--- src/tdc_pkg.sv ---
`default_nettype none
package tdc_pkg;

  localparam int unsigned LEVEL_W = 7;
  localparam int unsigned COUNT_W = 10;
  localparam int unsigned REQ_W   = 2;
  localparam int unsigned CFG_IDX_W  = 3;
  localparam int unsigned CFG_DATA_W = 10;
  localparam int unsigned IN_DATA_W  = 8;
  localparam int unsigned OUT_DATA_W = 24;

  localparam logic [COUNT_W-1:0] COUNT_MAX = '1;

  // Request kinds carried in the input tuser.
  localparam logic [REQ_W-1:0] REQ_TICK       = 2'd0;
  localparam logic [REQ_W-1:0] REQ_SET_ENABLE = 2'd1;
  localparam logic [REQ_W-1:0] REQ_SET_LEVEL  = 2'd2;

  // Configuration register indexes.
  localparam logic [CFG_IDX_W-1:0] CFG_LEVEL_LOW    = 3'd0;
  localparam logic [CFG_IDX_W-1:0] CFG_LEVEL_MEDIUM = 3'd1;
  localparam logic [CFG_IDX_W-1:0] CFG_LEVEL_HIGH   = 3'd2;
  localparam logic [CFG_IDX_W-1:0] CFG_HOLD_TICKS   = 3'd3;
  localparam logic [CFG_IDX_W-1:0] CFG_REPEAT_TICKS = 3'd4;

  localparam logic [LEVEL_W-1:0] RST_LEVEL_LOW    = 7'd75;
  localparam logic [LEVEL_W-1:0] RST_LEVEL_MEDIUM = 7'd96;
  localparam logic [LEVEL_W-1:0] RST_LEVEL_HIGH   = 7'd127;
  localparam logic [COUNT_W-1:0] RST_HOLD_TICKS   = 10'd100;
  localparam logic [COUNT_W-1:0] RST_REPEAT_TICKS = 10'd20;

  typedef struct packed {
    logic [LEVEL_W-1:0] level_low;
    logic [LEVEL_W-1:0] level_medium;
    logic [LEVEL_W-1:0] level_high;
    logic [COUNT_W-1:0] hold_ticks;
    logic [COUNT_W-1:0] repeat_ticks;
  } cfg_t;

  typedef struct packed {
    logic [REQ_W-1:0]   req_type;
    logic               touch_pressed;
    logic [LEVEL_W-1:0] remote_value;
  } item_t;

  typedef struct packed {
    logic               touch_changed;
    logic [LEVEL_W-1:0] brightness_now;
    logic               enabled_now;
    logic               write_strobe;
    logic [LEVEL_W-1:0] drive_value;
  } result_t;

endpackage
`default_nettype wire

--- src/tdc_cfg_regs.sv ---
`default_nettype none
module tdc_cfg_regs (
  input  wire logic                           clk,
  input  wire logic                           rst_n,
  input  wire logic                           wr_en,
  input  wire logic [tdc_pkg::CFG_IDX_W-1:0]  wr_index,
  input  wire logic [tdc_pkg::CFG_DATA_W-1:0] wr_data,
  output tdc_pkg::cfg_t                       cfg
);

  tdc_pkg::cfg_t cfg_r;

  always_ff @(posedge clk) begin
    if (!rst_n) begin
      cfg_r.level_low    <= tdc_pkg::RST_LEVEL_LOW;
      cfg_r.level_medium <= tdc_pkg::RST_LEVEL_MEDIUM;
      cfg_r.level_high   <= tdc_pkg::RST_LEVEL_HIGH;
      cfg_r.hold_ticks   <= tdc_pkg::RST_HOLD_TICKS;
      cfg_r.repeat_ticks <= tdc_pkg::RST_REPEAT_TICKS;
    end else if (wr_en) begin
      unique case (wr_index)
        tdc_pkg::CFG_LEVEL_LOW:    cfg_r.level_low    <= wr_data[tdc_pkg::LEVEL_W-1:0];
        tdc_pkg::CFG_LEVEL_MEDIUM: cfg_r.level_medium <= wr_data[tdc_pkg::LEVEL_W-1:0];
        tdc_pkg::CFG_LEVEL_HIGH:   cfg_r.level_high   <= wr_data[tdc_pkg::LEVEL_W-1:0];
        tdc_pkg::CFG_HOLD_TICKS:   cfg_r.hold_ticks   <= wr_data[tdc_pkg::COUNT_W-1:0];
        tdc_pkg::CFG_REPEAT_TICKS: cfg_r.repeat_ticks <= wr_data[tdc_pkg::COUNT_W-1:0];
        default: ;
      endcase
    end
  end

  assign cfg = cfg_r;

endmodule
`default_nettype wire

--- src/tdc_step.sv ---
`default_nettype none
module tdc_step (
  input  wire logic    clk,
  input  wire logic    rst_n,
  input  wire logic    fire,
  input  wire tdc_pkg::cfg_t  cfg,
  input  wire tdc_pkg::item_t item,
  output tdc_pkg::result_t result
);

  logic                          was_pressed_r, was_pressed_nxt;
  logic                          light_on_r, light_on_nxt;
  logic [tdc_pkg::LEVEL_W-1:0]   brightness_r, brightness_nxt;
  logic [tdc_pkg::COUNT_W-1:0]   hold_count_r, hold_count_nxt;
  logic [tdc_pkg::COUNT_W-1:0]   repeat_count_r, repeat_count_nxt;
  logic [tdc_pkg::LEVEL_W-1:0]   step_level;
  logic [tdc_pkg::COUNT_W-1:0]   repeat_inc;
  logic                          strobe, changed;

  // Level chosen by a fresh press.
  always_comb begin
    priority if (!light_on_r)                         step_level = cfg.level_low;
    else if (brightness_r == cfg.level_high)          step_level = '0;
    else if (brightness_r == '0)                      step_level = cfg.level_low;
    else if (cfg.level_low > brightness_r)            step_level = cfg.level_low;
    else if (cfg.level_medium > brightness_r)         step_level = cfg.level_medium;
    else if (cfg.level_high > brightness_r)           step_level = cfg.level_high;
    else                                              step_level = '0;
  end

  assign repeat_inc = (repeat_count_r == tdc_pkg::COUNT_MAX) ? repeat_count_r
                                                             : repeat_count_r + 1'b1;

  always_comb begin
    was_pressed_nxt  = was_pressed_r;
    light_on_nxt     = light_on_r;
    brightness_nxt   = brightness_r;
    hold_count_nxt   = hold_count_r;
    repeat_count_nxt = repeat_count_r;
    strobe           = 1'b0;
    changed          = 1'b0;
    unique case (item.req_type)
      tdc_pkg::REQ_TICK: begin
        if (!item.touch_pressed) begin
          was_pressed_nxt = 1'b0;
        end else if (!was_pressed_r) begin
          brightness_nxt   = step_level;
          light_on_nxt     = (step_level != '0);
          was_pressed_nxt  = 1'b1;
          hold_count_nxt   = '0;
          repeat_count_nxt = '0;
          strobe           = 1'b1;
          changed          = 1'b1;
        end else if (hold_count_r > cfg.hold_ticks) begin
          // Ramp-down phase: one step each time the repeat interval is exceeded.
          repeat_count_nxt = repeat_inc;
          if (repeat_inc > cfg.repeat_ticks && light_on_r && brightness_r != '0) begin
            brightness_nxt   = brightness_r - 1'b1;
            repeat_count_nxt = '0;
            strobe           = 1'b1;
            changed          = 1'b1;
          end
        end else begin
          if (hold_count_r != tdc_pkg::COUNT_MAX) begin
            hold_count_nxt = hold_count_r + 1'b1;
          end
          repeat_count_nxt = '0;
        end
      end
      tdc_pkg::REQ_SET_ENABLE: begin
        light_on_nxt = (item.remote_value != '0);
        strobe       = 1'b1;
      end
      tdc_pkg::REQ_SET_LEVEL: begin
        brightness_nxt = item.remote_value;
        strobe         = light_on_r;
      end
      default: ;
    endcase
  end

  always_ff @(posedge clk) begin
    if (!rst_n) begin
      was_pressed_r  <= 1'b0;
      light_on_r     <= 1'b0;
      brightness_r   <= '0;
      hold_count_r   <= '0;
      repeat_count_r <= '0;
    end else if (fire) begin
      was_pressed_r  <= was_pressed_nxt;
      light_on_r     <= light_on_nxt;
      brightness_r   <= brightness_nxt;
      hold_count_r   <= hold_count_nxt;
      repeat_count_r <= repeat_count_nxt;
    end
  end

  always_comb begin
    result.drive_value    = light_on_nxt ? brightness_nxt : '0;
    result.write_strobe   = strobe;
    result.enabled_now    = light_on_nxt;
    result.brightness_now = brightness_nxt;
    result.touch_changed  = changed;
  end

endmodule
`default_nettype wire

--- src/touch_dimmer_level_controller.sv ---
// Touch dimmer level controller.
// The input stream carries one request per item: the kind in in_tuser (sample
// tick, set enable, set brightness) and the touch state and remote value in
// in_tdata. Every accepted item yields exactly one result item on the out_
// stream with the drive value, strobe, on/off state, brightness and a touch
// change flag.
// Configuration registers (levels and hold/repeat tick counts) are written on
// the cfg_ channel, which is always ready; write them only while the block is
// idle. Indexes beyond the register list are ignored.
// An accepted item sits in the input register while the step logic works on it,
// and the result register takes it once the output register is free or being
// emptied, which raises out_tvalid. The step logic updates the light state as
// the item moves on, so one item per cycle is sustained while out_tready is high.
// If the receiver holds out_tready low, the result waits in the output
// register and one more item is taken into the input register; after that
// in_tready drops until the result is taken.
// Synchronous reset clears the light state and counters and loads the
// default levels (75, 96, 127) and tick counts (100 hold, 20 repeat).
`default_nettype none
module touch_dimmer_level_controller (
  input  wire logic                            clk,
  input  wire logic                            rst_n,
  input  wire logic                            in_tvalid,
  output logic                                 in_tready,
  // [0] touch_pressed, [7:1] remote_value
  input  wire logic [tdc_pkg::IN_DATA_W-1:0]   in_tdata,
  // [1:0] req_type
  input  wire logic [tdc_pkg::REQ_W-1:0]       in_tuser,
  output logic                                 out_tvalid,
  input  wire logic                            out_tready,
  // [6:0] drive_value, [7] write_strobe, [8] enabled_now,
  // [15:9] brightness_now, [16] touch_changed, [23:17] zero
  output logic [tdc_pkg::OUT_DATA_W-1:0]       out_tdata,
  input  wire logic                            cfg_valid,
  output logic                                 cfg_ready,
  input  wire logic [tdc_pkg::CFG_IDX_W-1:0]   cfg_index,
  input  wire logic [tdc_pkg::CFG_DATA_W-1:0]  cfg_data
);

  localparam int unsigned RES_W = $bits(tdc_pkg::result_t);

  tdc_pkg::cfg_t    cfg;
  tdc_pkg::item_t   item_r;
  tdc_pkg::result_t step_result;
  tdc_pkg::result_t result_r;
  logic             in_v_r;
  logic             out_v_r;
  logic             advance;

  assign cfg_ready = 1'b1;

  tdc_cfg_regs u_cfg (
    .clk      (clk),
    .rst_n    (rst_n),
    .wr_en    (cfg_valid),
    .wr_index (cfg_index),
    .wr_data  (cfg_data),
    .cfg      (cfg)
  );

  // The item in the input register moves on when the output register is free or its result is being taken.
  assign advance   = in_v_r && (!out_v_r || out_tready);
  assign in_tready = !in_v_r || advance;

  always_ff @(posedge clk) begin
    if (!rst_n) begin
      in_v_r <= 1'b0;
    end else if (in_tready) begin
      in_v_r <= in_tvalid;
    end
  end

  always_ff @(posedge clk) begin
    if (in_tready && in_tvalid) begin
      item_r.req_type      <= in_tuser;
      item_r.touch_pressed <= in_tdata[0];
      item_r.remote_value  <= in_tdata[tdc_pkg::LEVEL_W:1];
    end
  end

  tdc_step u_step (
    .clk    (clk),
    .rst_n  (rst_n),
    .fire   (advance),
    .cfg    (cfg),
    .item   (item_r),
    .result (step_result)
  );

  always_ff @(posedge clk) begin
    if (!rst_n) begin
      out_v_r <= 1'b0;
    end else if (advance) begin
      out_v_r <= 1'b1;
    end else if (out_tready) begin
      out_v_r <= 1'b0;
    end
  end

  always_ff @(posedge clk) begin
    if (advance) begin
      result_r <= step_result;
    end
  end

  assign out_tvalid = out_v_r;
  assign out_tdata  = {{(tdc_pkg::OUT_DATA_W-RES_W){1'b0}}, result_r};

  a_drive_off: assert property (@(posedge clk) disable iff (!rst_n)
    out_v_r && !result_r.enabled_now |-> result_r.drive_value == '0)
    else $error("drive value nonzero while light is off");

  a_drive_on: assert property (@(posedge clk) disable iff (!rst_n)
    out_v_r && result_r.enabled_now |-> result_r.drive_value == result_r.brightness_now)
    else $error("drive value differs from brightness while light is on");

  a_change_strobes: assert property (@(posedge clk) disable iff (!rst_n)
    out_v_r && result_r.touch_changed |-> result_r.write_strobe)
    else $error("light change without write strobe");

  a_move_on: assert property (@(posedge clk) disable iff (!rst_n)
    in_v_r && !out_v_r |=> out_v_r)
    else $error("pending item did not reach the output register");

  a_stall_only_full: assert property (@(posedge clk) disable iff (!rst_n)
    !in_tready |-> in_v_r && out_v_r && !out_tready)
    else $error("input stalled while a stage was free");

endmodule
`default_nettype wire
--- config.mk ---
export PLATFORM = sky130hd
export DESIGN_NAME = touch_dimmer_level_controller
export DESIGN_NICKNAME = d
export VERILOG_FILES = /design/src/tdc_pkg.sv /design/src/tdc_cfg_regs.sv /design/src/tdc_step.sv /design/src/touch_dimmer_level_controller.sv
export SDC_FILE = /design/constraint.sdc
export NUM_CORES = 1
export LEC_CHECK = 0
export BUFFER_PORTS_ARGS = -buffer_cell sky130_fd_sc_hd__buf_2
export CORE_MARGIN = 4
export CORE_UTILIZATION = 60
export CTS_CLUSTER_SIZE = 28
export DETAILED_ROUTE_END_ITERATION = 6
export PLACE_DENSITY = 0.81
export RECOVER_POWER = 100
export SLEW_MARGIN = 20
export SYNTH_ARGS = -nofsm -noshare
export SYNTH_HDL_FRONTEND = slang
export SYNTH_SLANG_ARGS = --single-unit
--- constraint.sdc ---
create_clock -name clk -period 5.2 [get_ports clk]
set_clock_uncertainty 0.05 [all_clocks]
set_input_delay 1.04 -clock clk [delete_from_list [all_inputs] [get_ports clk]]
set_output_delay 1.04 -clock clk [all_outputs]
set_load 0.05 [all_outputs]
==> results.md, run 1 <==
* Most used flip-flop cell after synthesis: dfxtp_1
* Internal at 0.00111 W
* Count leader, synth: nand2_1
* Failing checks: max-capacitance violations, max-slew violations
* Slowest stage delay, CP at 0.64 ns
* CTS Buffer Depth at 2
* Cell Area, Synth at 0.00586 mm2
* Antenna viol nets, final at 0
* Top post-synthesis cells by area: dfxtp_1 (25%), edfxtp_1 (14%), ha_1 (9.6%), nand2_1 (7.4%), a21oi_1 (3.2%)
* Final net count at a little under 800
* Final HPWL DP at roughly 11 mm
* Worst Setup End Kind: register
* Vias at 5074
* Yosys warning total at 0
* Count of cell types in the netlist at 75
* Worst-margin pin slew at 2.46 ns
* Initial antenna violation count at 0
* Final setup fails at 0
* CTS tree: yes
* WP data required at 5.22 ns
* Slew headroom at -64.2%
* Cell Count, Final, Fillers Out at 832
* Row count at 35
* Flop pwr share at 53.6%
* CP Launch Type: register
* Synth area leader: dfxtp_1
* Worst skew pair latency at 0.38 ns
* Logic gate share of total power at 13.9%
* P_leak at approximately 2.5 nW
* Die H at about 110 um
* Asr flop ratio synth at 0%
* Tmin final at between 4 and 5 ns
* Final period utilization at 87.6%
* Post-synth top area share at around 25%
* Initial Util at about 63%
* Reg area at 0.00225 mm2
* Fmax at 0.219 GHz
* Crit-path slowest cell: a2111oi_0
* Worst slack, placed at roughly 1.1 ns
* Hold Path Class: reg2reg
* Max-capacitance violation count at 2
* Max Slew Vio Count at 73
* Max IR drop VDD at 0.000154 V
* Setup CP Type: reg2reg
* EDFF count, synth at 27
* Sw frac at 29.3%
* Clk slew on worst S/H paths at 0.10 ns
* Avg Cell Area, Syn at between 8 and 9 um2
* Post-CTS Hold Fix Bufs at 0
* Final core occ at 66.4%
* Synth Register Bits at between 90 and 100
* Critical path data arrival time at ~4.6 ns
* Syn Inst Count at 664
* Register area share after synthesis at between 30% and 40%
* First-pass GRT wire length at 23.9 mm
* Setup TNS at 0 ns
* CTS Sinks at 99
* Ports at 55
* Die Area at around 0.011 mm2
* Cts repair resizes at 0
* Area of the multi-input gates at 0.00325 mm2
* Vias in the first global route at 4876
* Vias/cell at 6.10
* # placed instances at 816
* Worst setup margin at 0.642 ns
* Root Buffer: clkbuf_8
* GRT Residual Overflow at 0
* Avg WL per Cell at between 15 and 20 um
* # DRC at 0
* Area growth syn-to-layout at 6.13%
* RSZ-0062 raised after global routing: no
* Final Hold Vio Count at 0
* H-Tree Depth at 3
* Drt first pass iters at 5
* DR iter-0 viols at between 300 and 400
* GP Congestion at about 0.98
* Cells along the critical path: and3_1, and3_1, nand3_1, and4_1, xor2_1, ha_1, a211oi_2, nor2_1, or3_1, o21ai_4, or2_0, o41ai_4, a2111oi_0, a211oi_2
* Power, Total at 0.00157 W
* NetSw at 0.000461 W
* Die W at 107 um
* CP Max Fanout at 8
* ANT cells at 0
* Power density cells at 253 mW/mm2
* Status: finished with violations
* I/O Buffers at 46
* Tot GR Track Use at about a quarter
* Number of buffers created by CTS at 9
* Final wirelength at 14.4 mm
* Postcts setup bufs at 0
* Largest net degree at the start of global routing at 66
* Fill cells at 822
* Core Box Area at about 0.0094 mm2
* Clock power frac at 32.5%
* Commonest cells in the netlist: nand2_1 (116), dfxtp_1 (72), ha_1 (45)
* Share of cells above drive strength 1 at 8.25%
per-stage QoR:
stage | cell area [um2] | hold WS (ns)
finish | 6220 | 0.426
global route | 6220 | 0.461
CTS | 6320 | 0.428
detailed placement | 6120 | 0.416
global placement | 6120 | 0.406
floorplan | 5880 | 0.393
cell families (layout without fill, tap and decap cells):
family / after synthesis / after routing / share of synthesized area, %
AOI/OAI and AO/OA: 164 / 164 / 21.7
xor gates and xnor gates: 14 / 14 / 2.09
adders and majority gates: 45 / 45 / 9.61
buffers and inverters: 71 / 104 / 5.38
DFF: 99 / 99 / 38.4
muxes: 10 / 10 / 1.75
other: 2 / 8 / 0.128
and+or+nand+nor: 259 / 259 / 20.9
final timing paths:
path,startpoint,endpoint,slack (ns),cells past startpoint
setup / recovery,u_step.repeat_count_r[3],out_tdata[3],0.64,14
hold / removal,u_cfg.cfg[9],u_cfg.cfg[9],0.43,2
setup reg to reg,u_step.repeat_count_r[3],out_tdata[3],0.64,14
hold reg to reg,u_cfg.cfg[9],u_cfg.cfg[9],0.43,2
critical path: cells and delay by family, from the launching register on:
family,cells,cell delay [ns]
simple gates,7,1.92
compound gates,5,1.35
flops,1,0.45
fa+ha+maj,1,0.29
xor+xnor,1,0.19
metal layers:
| metal | vias to the layer above | wire, um | GRT usage [%] |
|---|---|---|---|
| met5 | - | 0 | 0 |
| met4 | 0 | 405 | 8.22 |
| met3 | 44 | 955 | 3.55 |
| met2 | 218 | 7090 | 44.7 |
| met1 | 2384 | 5960 | 34.2 |
| li1 | 2428 | - | - |
state kept, by name (all words and copies together) (netlist names):
signal and cells:
item_r 10, u_cfg.cfg 41, u_step.hold_count_r 10, out_tdata 17, u_step.was_pressed_r 1, u_step.repeat_count_r 10
out_tvalid 1, u_step.brightness_r 7, u_step.light_on_r 1, in_v_r 1
power groups by stage:
stage / clock [W] / sequential, W / combinational [W]
floorplan: 0 / 0.000875 / 0.000151
global placement: 0 / 0.000859 / 0.000216
detailed placement: 0 / 0.000860 / 0.000223
CTS: 0.000518 / 0.000843 / 0.000224
global route: 0.000553 / 0.000846 / 0.000240
finish: 0.000511 / 0.000843 / 0.000218
layout make-up:
type,instances,share of cell area [%]
inverters,42,2.53
clock buffers,9,1.99
flip-flops and latches,99,36.2
clock inverters,7,1.21
repair buffers,46,3.30
well taps,129,2.59
multi-input cells,500,52.2
layout by cell type, fill, tap and decap left out, types with 5 or more instances in the layout:
master	Yosys	layout
nand4_1	12	12
inv_1	40	41
and3_1	12	12
a21o_1	8	8
a21boi_0	24	24
nor2b_1	11	11
nor2_1	36	36
buf_2	3	26
a21oi_1	37	37
ha_1	45	45
edfxtp_1	27	27
a31oi_1	5	6
nor3_1	9	9
and2_0	0	5
xor2_1	6	6
o21ai_0	14	16
and2_1	12	7
xnor2_1	8	8
o211ai_1	10	10
nand3_1	27	27
clkbuf_8	0	9
dfxtp_1	72	72
mux2i_1	8	8
nand2_1	116	116
a211oi_1	9	9
conb_1	2	8
a22oi_1	7	7
clkbuf_1	15	20
No activity file was read; power rests on OpenSTA's default activity.
==> run 2: changes to the inputs <==
- MAX_ROUTING_LAYER: default -> met4
- clock period: 5.2 -> 4.85 ns (I/O delays scaled with it)
==> run 2 against run 1 <==
Effect of this change:
- the run still ends with max-capacitance violations, max-slew violations left
- die area did not move
- power rose by 7.1%
- register-to-register slack got worse by 0.26 ns
- cell area rose by 0.20%
- clock-buffer cell count rose by 2
- critical endpoint is now out_tdata[2]
- largest power group unchanged
==> results.md, run 2 (same netlist as run 1, synthesis figures left out) <==
* Status: finished with violations (unchanged)
* Failing checks: max-capacitance violations, max-slew violations (unchanged)
* Fill cells at 859 (was 822)
* NetSw at 0.000478 W (was 0.000461 W)
* Drt first pass iters at 7 (was 5)
* Largest register FFs at 41 (unchanged)
* Power density cells at 270 mW/mm2 (was 253 mW/mm2)
* RSZ-0062 raised after global routing: no (unchanged)
* H-Tree Depth at 3 (unchanged)
* CP Buf/Inv Count at 2 (was 0)
* Cells along the critical path: inv_1, ha_1, nand4_1, or2_4, o21a_1, a31oi_1, a31oi_1, o41ai_1, clkinv_1, and2_0 (was and3_1, and3_1, nand3_1, and4_1, xor2_1, ha_1, a211oi_2, nor2_1, or3_1, o21ai_4, or2_0, o41ai_4, a2111oi_0, a211oi_2)
* Crit-path slowest cell: o41ai_1 (was a2111oi_0)
* Design Area, Final at 0.00623 mm2 (was 0.00622 mm2)
* Final core occ at 66.5% (was 66.4%)
* Slowest stage delay, CP at 1.43 ns (was 0.64 ns)
* Internal at 0.00121 W (was 0.00111 W)
* Area growth syn-to-layout at 6.34% (was 6.13%)
* Final net count at 772 (was 771)
* Vias in the first global route at 4826 (was 4876)
* Hold Path Class: reg2reg (unchanged)
* Worst slack, placed at 0.744 ns (was 1.15 ns)
* CP Launch Type: register (unchanged)
* Reg2reg end: out_tdata[2] (was out_tdata[3])
* GRT Residual Overflow at 0 (unchanged)
* Sw frac at 28.4% (was 29.3%)
* Setup CP Type: reg2reg (unchanged)
* Antenna viol nets, final at 0 (unchanged)
* Placed instance area at 0.00613 mm2 (was 0.00612 mm2)
* Top delay family on crit path: compound AO/OA/AOI/OAI gates (was simple AND/OR/NAND/NOR gates)
* Worst R2R Start: u_step.brightness_r[5] (was u_step.repeat_count_r[3])
* Worst skew pair latency at 0.38 ns (about the same)
* Hold WS at 0.425 ns (was 0.426 ns)
* Die W at 107 um (unchanged)
* CTS Buffer Depth at 2 (unchanged)
* Flop pwr share at 53.6% (about the same)
* P_leak at 2.45 nW (was 2.46 nW)
* Share of cells above drive strength 1 at 8.24% (was 8.25%)
* I/O Buffers at 46 (unchanged)
* Final Hold Vio Count at 0 (unchanged)
* Die Area at 0.0114 mm2 (unchanged)
* Ports at 55 (unchanged)
* Cts repair resizes at 0 (unchanged)
* Critical path data arrival time at 4.56 ns (was 4.58 ns)
* Reg2Reg Depth at 10 (was 14)
* Number of buffers created by CTS at 9 (unchanged)
* Fmax at 0.224 GHz (was 0.219 GHz)
* Final period utilization at 92.2% (was 87.6%)
* Largest net degree at the start of global routing at 42 (was 66)
* ANT cells at 0 (unchanged)
* Initial antenna violation count at 0 (unchanged)
* Row count at 35 (unchanged)
* Final setup fails at 0 (unchanged)
* Postcts setup bufs at 0 (unchanged)
* Worst Hold Path EP: u_cfg.cfg[9] (unchanged)
* Root Buffer: clkbuf_8 (unchanged)
* WP data required at 4.94 ns (was 5.22 ns)
* Most frequent cells in the layout: nand2_1 (116), dfxtp_1 (72), ha_1 (45) (unchanged)
* DR iter-0 viols at 342 (was 324)
* Most common cell on crit path: a31oi_1
* CTS tree: yes (unchanged)
* Worst-margin pin slew at 1.79 ns (was 2.46 ns)
* Setup TNS at 0 ns (unchanged)
* Tmin final at 4.47 ns (was 4.56 ns)
* Avg WL per Cell at 17.0 um (was 17.3 um)
* # DRC at 0 (unchanged)
* GP Congestion at 0.969 (was 0.976)
* CTS Sinks at 99 (unchanged)
* First-pass GRT wire length at 23.4 mm (was 23.9 mm)
* Logic gate share of total power at 13.9% (about the same)
* Commonest non-fill, non-tap cell in the layout: nand2_1 (unchanged)
* Core Box Area at 0.00937 mm2 (unchanged)
* Final wirelength at 14.1 mm (was 14.4 mm)
* Final HPWL DP at 10.8 mm (about the same)
* Reg2Reg Setup Slack at 0.38 ns (was 0.64 ns)
* Clk slew on worst S/H paths at 0.11 ns (was 0.10 ns)
* Vias/cell at 5.97 (was 6.10)
* CP Max Fanout at 9 (was 8)
* Clock power frac at 32.4% (was 32.5%)
* Worst Setup End Kind: register (unchanged)
* Max-capacitance violation count at 2 (unchanged)
* Die H at 107 um (unchanged)
* Max IR drop VDD at 0.000156 V (was 0.000154 V)
* Vias at 4973 (was 5074)
* Worst Hold Depth at 2 (unchanged)
* Worst setup margin at 0.379 ns (was 0.642 ns)
* Max Slew Vio Count at 49 (was 73)
* Tot GR Track Use at 26.2% (was 26.1%)
* Initial Util at 62.6% (unchanged)
* Post-CTS Hold Fix Bufs at 0 (unchanged)
* HP Start: u_cfg.cfg[9] (unchanged)
* Slew headroom at -21.1% (was -64.2%)
-- run 2: worst min-delay path, cell delays in order (launching register included) --
cell and delay (ns):
dfxtp_1 0.32, nand2_1 0.05, a21boi_0 0.06
-- run 2: how the worst max path moves through the flow --
| stage | startpoint | to | slack [ns] | cells past startpoint |
|---|---|---|---|---|
| 2_1_floorplan | u_step.repeat_count_r[3] | out_tdata[0] | 1.28 | 14 |
| 3_3_place_gp | u_step.repeat_count_r[3] | out_tdata[0] | 0.92 | 14 |
| 3_5_place_dp | u_step.repeat_count_r[3] | out_tdata[0] | 0.74 | 14 |
| 4_1_cts | u_step.repeat_count_r[3] | out_tdata[0] | 0.73 | 14 |
| 5_1_grt | u_step.brightness_r[5] | out_tdata[2] | 0.24 | 10 |
| 6_report | u_step.brightness_r[5] | out_tdata[2] | 0.38 | 10 |
-- run 2: cell type report --
class | count | area [um2] | share of cell area [%]
multi-input cells | 500 | 3250 | 52.2
flip-flops and latches | 99 | 2250 | 36.1
repair buffers | 47 | 208 | 3.33
well taps | 129 | 161 | 2.59
inverters | 42 | 158 | 2.53
clock buffers | 11 | 141 | 2.27
clock inverters | 5 | 61.3 | 0.984
-- run 2: power by group through the flow --
| stage | registers (W) | clock network (W) | logic, W |
|---|---|---|---|
| CTS | 0.000903 | 0.000554 | 0.000240 |
| finish | 0.000903 | 0.000546 | 0.000235 |
| floorplan | 0.000938 | 0 | 0.000162 |
| detailed placement | 0.000922 | 0 | 0.000240 |
| global route | 0.000906 | 0.000592 | 0.000257 |
| global placement | 0.000921 | 0 | 0.000232 |
-- run 2: through the flow --
step / instances / total power, W
3_5_place_dp: 817 / 0.00116
2_1_floorplan: 670 / 0.00110
6_report: 833 / 0.00168
4_1_cts: 833 / 0.00170
5_1_grt: 833 / 0.00176
3_3_place_gp: 817 / 0.00115
-- run 2: routing by layer --
layer / part of all wire (%) / vias up / GRT usage (%)
met5: 0 / - / -
met4: 2.6 / 0 / 9.68
met3: 6.7 / 32 / 4.64
met2: 48 / 180 / 42.5
met1: 43 / 2329 / 32.8
li1: - / 2432 / -
==> run 3: changes to the inputs <==
- CORE_MARGIN: 4 -> 5
==> run 3 against run 2 <==
Effect of this change:
- the flow still finishes with violations (max-capacitance violations, max-slew violations)
- wire length grew 1.4%
- via count grew 0.56%
- clock-buffer cell count grew 1
- sequential share of layout area grew 0.29 points
- combinational power is essentially flat
- global-route usage grew 0.17 points
- sequential power is essentially flat
- sequential cell count is the same
- fmax grew 7.8%
- cell area shrank 0.80%
- clock power shrank 11%
- worst hold slack lost 0.0013 ns
==> results.md, run 3 (same netlist as run 1, synthesis figures left out) <==
* ANT cells at 0 (unchanged)
* Slowest stage delay, CP at 0.45 ns (was 1.43 ns)
* Root Buffer: clkbuf_8 (unchanged)
* Largest register FFs at 41 (unchanged)
* Tmin final at 4.15 ns (was 4.47 ns)
* Final period utilization at 85.5% (was 92.2%)
* Setup CP Type: reg2reg (unchanged)
* Final net count at 772 (unchanged)
* Ports at 55 (unchanged)
* Top delay family on crit path: simple AND/OR/NAND/NOR gates (was compound AO/OA/AOI/OAI gates)
* Slew headroom at -7.22% (was -21.1%)
* Max IR drop VDD at 0.000165 V (was 0.000156 V)
* Post-CTS Hold Fix Bufs at 0 (unchanged)
* Die Area at 0.0118 mm2 (was 0.0114 mm2)
* CP Capture Point: out_tdata[3] (was out_tdata[2])
* Worst skew pair latency at 0.37 ns (was 0.38 ns)
* GRT Residual Overflow at 0 (unchanged)
* Commonest non-fill, non-tap cell in the layout: nand2_1 (unchanged)
* Number of buffers created by CTS at 9 (unchanged)
* Max Slew Vio Count at 7 (was 49)
* CP Buf/Inv Count at 0 (was 2)
* Fill cells at 861 (was 859)
* Max-capacitance violation count at 1 (was 2)
* Worst slack, placed at 0.855 ns (was 0.744 ns)
* Clk slew on worst S/H paths at 0.09 ns (was 0.11 ns)
* HP Start: u_cfg.cfg[5] (was u_cfg.cfg[9])
* Critical path data arrival time at 4.15 ns (was 4.56 ns)
* Avg WL per Cell at 17.1 um (was 17.0 um)
* Vias in the first global route at 4805 (was 4826)
* Cts repair resizes at 0 (unchanged)
* Initial antenna violation count at 0 (unchanged)
* Reg2Reg Setup Slack at 0.70 ns (was 0.38 ns)
* First-pass GRT wire length at 23.7 mm (was 23.4 mm)
* Drt first pass iters at 6 (was 7)
* Final Hold Vio Count at 0 (unchanged)
* P_leak at 2.43 nW (was 2.45 nW)
* CP Max Fanout at 8 (was 9)
* Most frequent cells in the layout: nand2_1 (116), dfxtp_1 (72), ha_1 (45) (unchanged)
* Antenna viol nets, final at 0 (unchanged)
* Failing checks: max-capacitance violations, max-slew violations (unchanged)
* I/O Buffers at 46 (unchanged)
* # DRC at 0 (unchanged)
* Cells along the critical path: and3_1, and3_1, nand3_1, and4_1, xor2_1, ha_1, a211oi_1, nor2_1, or3_1, o21ai_4, or2_0, o41ai_1, a2111oi_2, a211oi_2 (was inv_1, ha_1, nand4_1, or2_4, o21a_1, a31oi_1, a31oi_1, o41ai_1, clkinv_1, and2_0)
* Reg2Reg Depth at 14 (was 10)
* CP Launch Type: register (unchanged)
* CTS Sinks at 99 (unchanged)
* Worst Setup SP: u_step.repeat_count_r[3] (was u_step.brightness_r[5])
* Final HPWL DP at 10.9 mm (was 10.8 mm)
* Placed instance area at 0.00613 mm2 (about the same)
* Levels on crit path at 14 (was 10)
* Vias/cell at 5.97 (about the same)
* Initial Util at 60.8% (was 62.6%)
* Die H at 109 um (was 107 um)
* CTS Buffer Depth at 2 (unchanged)
* Largest net degree at the start of global routing at 35 (was 42)
* Tot GR Track Use at 26.3% (was 26.2%)
* GP Congestion at 1.01 (was 0.969)
* Design Area, Final at 0.00618 mm2 (was 0.00623 mm2)
* Fmax at 0.241 GHz (was 0.224 GHz)
* Area growth syn-to-layout at 5.49% (was 6.34%)
* Setup TNS at 0 ns (unchanged)
* Status: finished with violations (unchanged)
* CTS tree: yes (unchanged)
* Vias at 5001 (was 4973)
* Reg2reg end: out_tdata[3] (was out_tdata[2])
* H-Tree Depth at 3 (unchanged)
* Share of cells above drive strength 1 at 7.95% (was 8.24%)
* Worst setup margin at 0.704 ns (was 0.379 ns)
* Final wirelength at 14.3 mm (was 14.1 mm)
* Die W at 109 um (was 107 um)
* Core Box Area at 0.00964 mm2 (was 0.00937 mm2)
* Power, Total at 0.00162 W (was 0.00168 W)
* Worst Setup End Kind: register (unchanged)
* DR iter-0 viols at 421 (was 342)
* WP data required at 4.86 ns (was 4.94 ns)
* Worst R2R Start: u_step.repeat_count_r[3] (was u_step.brightness_r[5])
* Crit-path slowest cell: dfxtp_1 (was o41ai_1)
* Postcts setup bufs at 0 (unchanged)
* Hold Path Class: reg2reg (unchanged)
* Final setup fails at 0 (unchanged)
* Hold WS at 0.424 ns (was 0.425 ns)
* Power density cells at 262 mW/mm2 (was 270 mW/mm2)
* Most common cell on crit path: and3_1 (was a31oi_1)
* Row count at 36 (was 35)
* RSZ-0062 raised after global routing: no (unchanged)
* Worst-margin pin slew at 1.59 ns (was 1.79 ns)
-- run 3: changes by cell type in the layout (fill, tap and decap cells not counted), moves of 2 or more --
cell and change:
and2_0 +2, and2_1 -2, clkinv_4 -2, inv_4 +2, o31ai_1 +2
-- run 3: worst min-delay path by stage --
stage	end	slack (ns)	depth (start not counted)
floorplan	u_cfg.cfg[11]	0.39	2
global placement	u_cfg.cfg[11]	0.40	2
detailed placement	u_cfg.cfg[13]	0.41	2
CTS	u_cfg.cfg[13]	0.42	2
global route	u_cfg.cfg[14]	0.45	2
finish	u_cfg.cfg[5]	0.42	2
-- run 3: through the flow --
step | util (%) | cells
finish | 64.1 | 837
global placement | 63.6 | 821
floorplan | - | 670
detailed placement | 63.6 | 821
CTS | 65.4 | 837
global route | 64.1 | 837
-- run 3: worst reg2reg max path, delay by kind of cell, from the launching register on --
kind	cells	cell delay, ns
adders and majority gates	1	0.28
and+or+nand+nor	7	1.75
xor gates and xnor gates	1	0.18
AOI/OAI and AO/OA	5	1.12
DFF	1	0.45
-- run 3: power by group --
part,internal [W],switching [W]
Clock,0.000201,0.000283
Combinational,0.0000713,0.000161
Sequential,0.000877,0.0000261
Total,0.00115,0.000471
-- run 3: metal layers --
layer	track usage, %	vias up	share of wire [%]
met5	-	-	0
met4	10.8	0	2.6
met3	4.56	36	5.8
met2	43.0	159	49
met1	32.4	2374	42
li1	-	2432	-
-- run 3: area by class of cell --
| type | instances | area, um2 | area share [%] |
|---|---|---|---|
| multi-input combinational | 500 | 3230 | 52.2 |
| clock buffer | 12 | 145 | 2.35 |
| clock inverter | 4 | 25.0 | 0.405 |
| timing repair buffer | 47 | 209 | 3.38 |
| tap | 133 | 166 | 2.69 |
| sequential | 99 | 2250 | 36.4 |
| inverter | 42 | 158 | 2.55 |
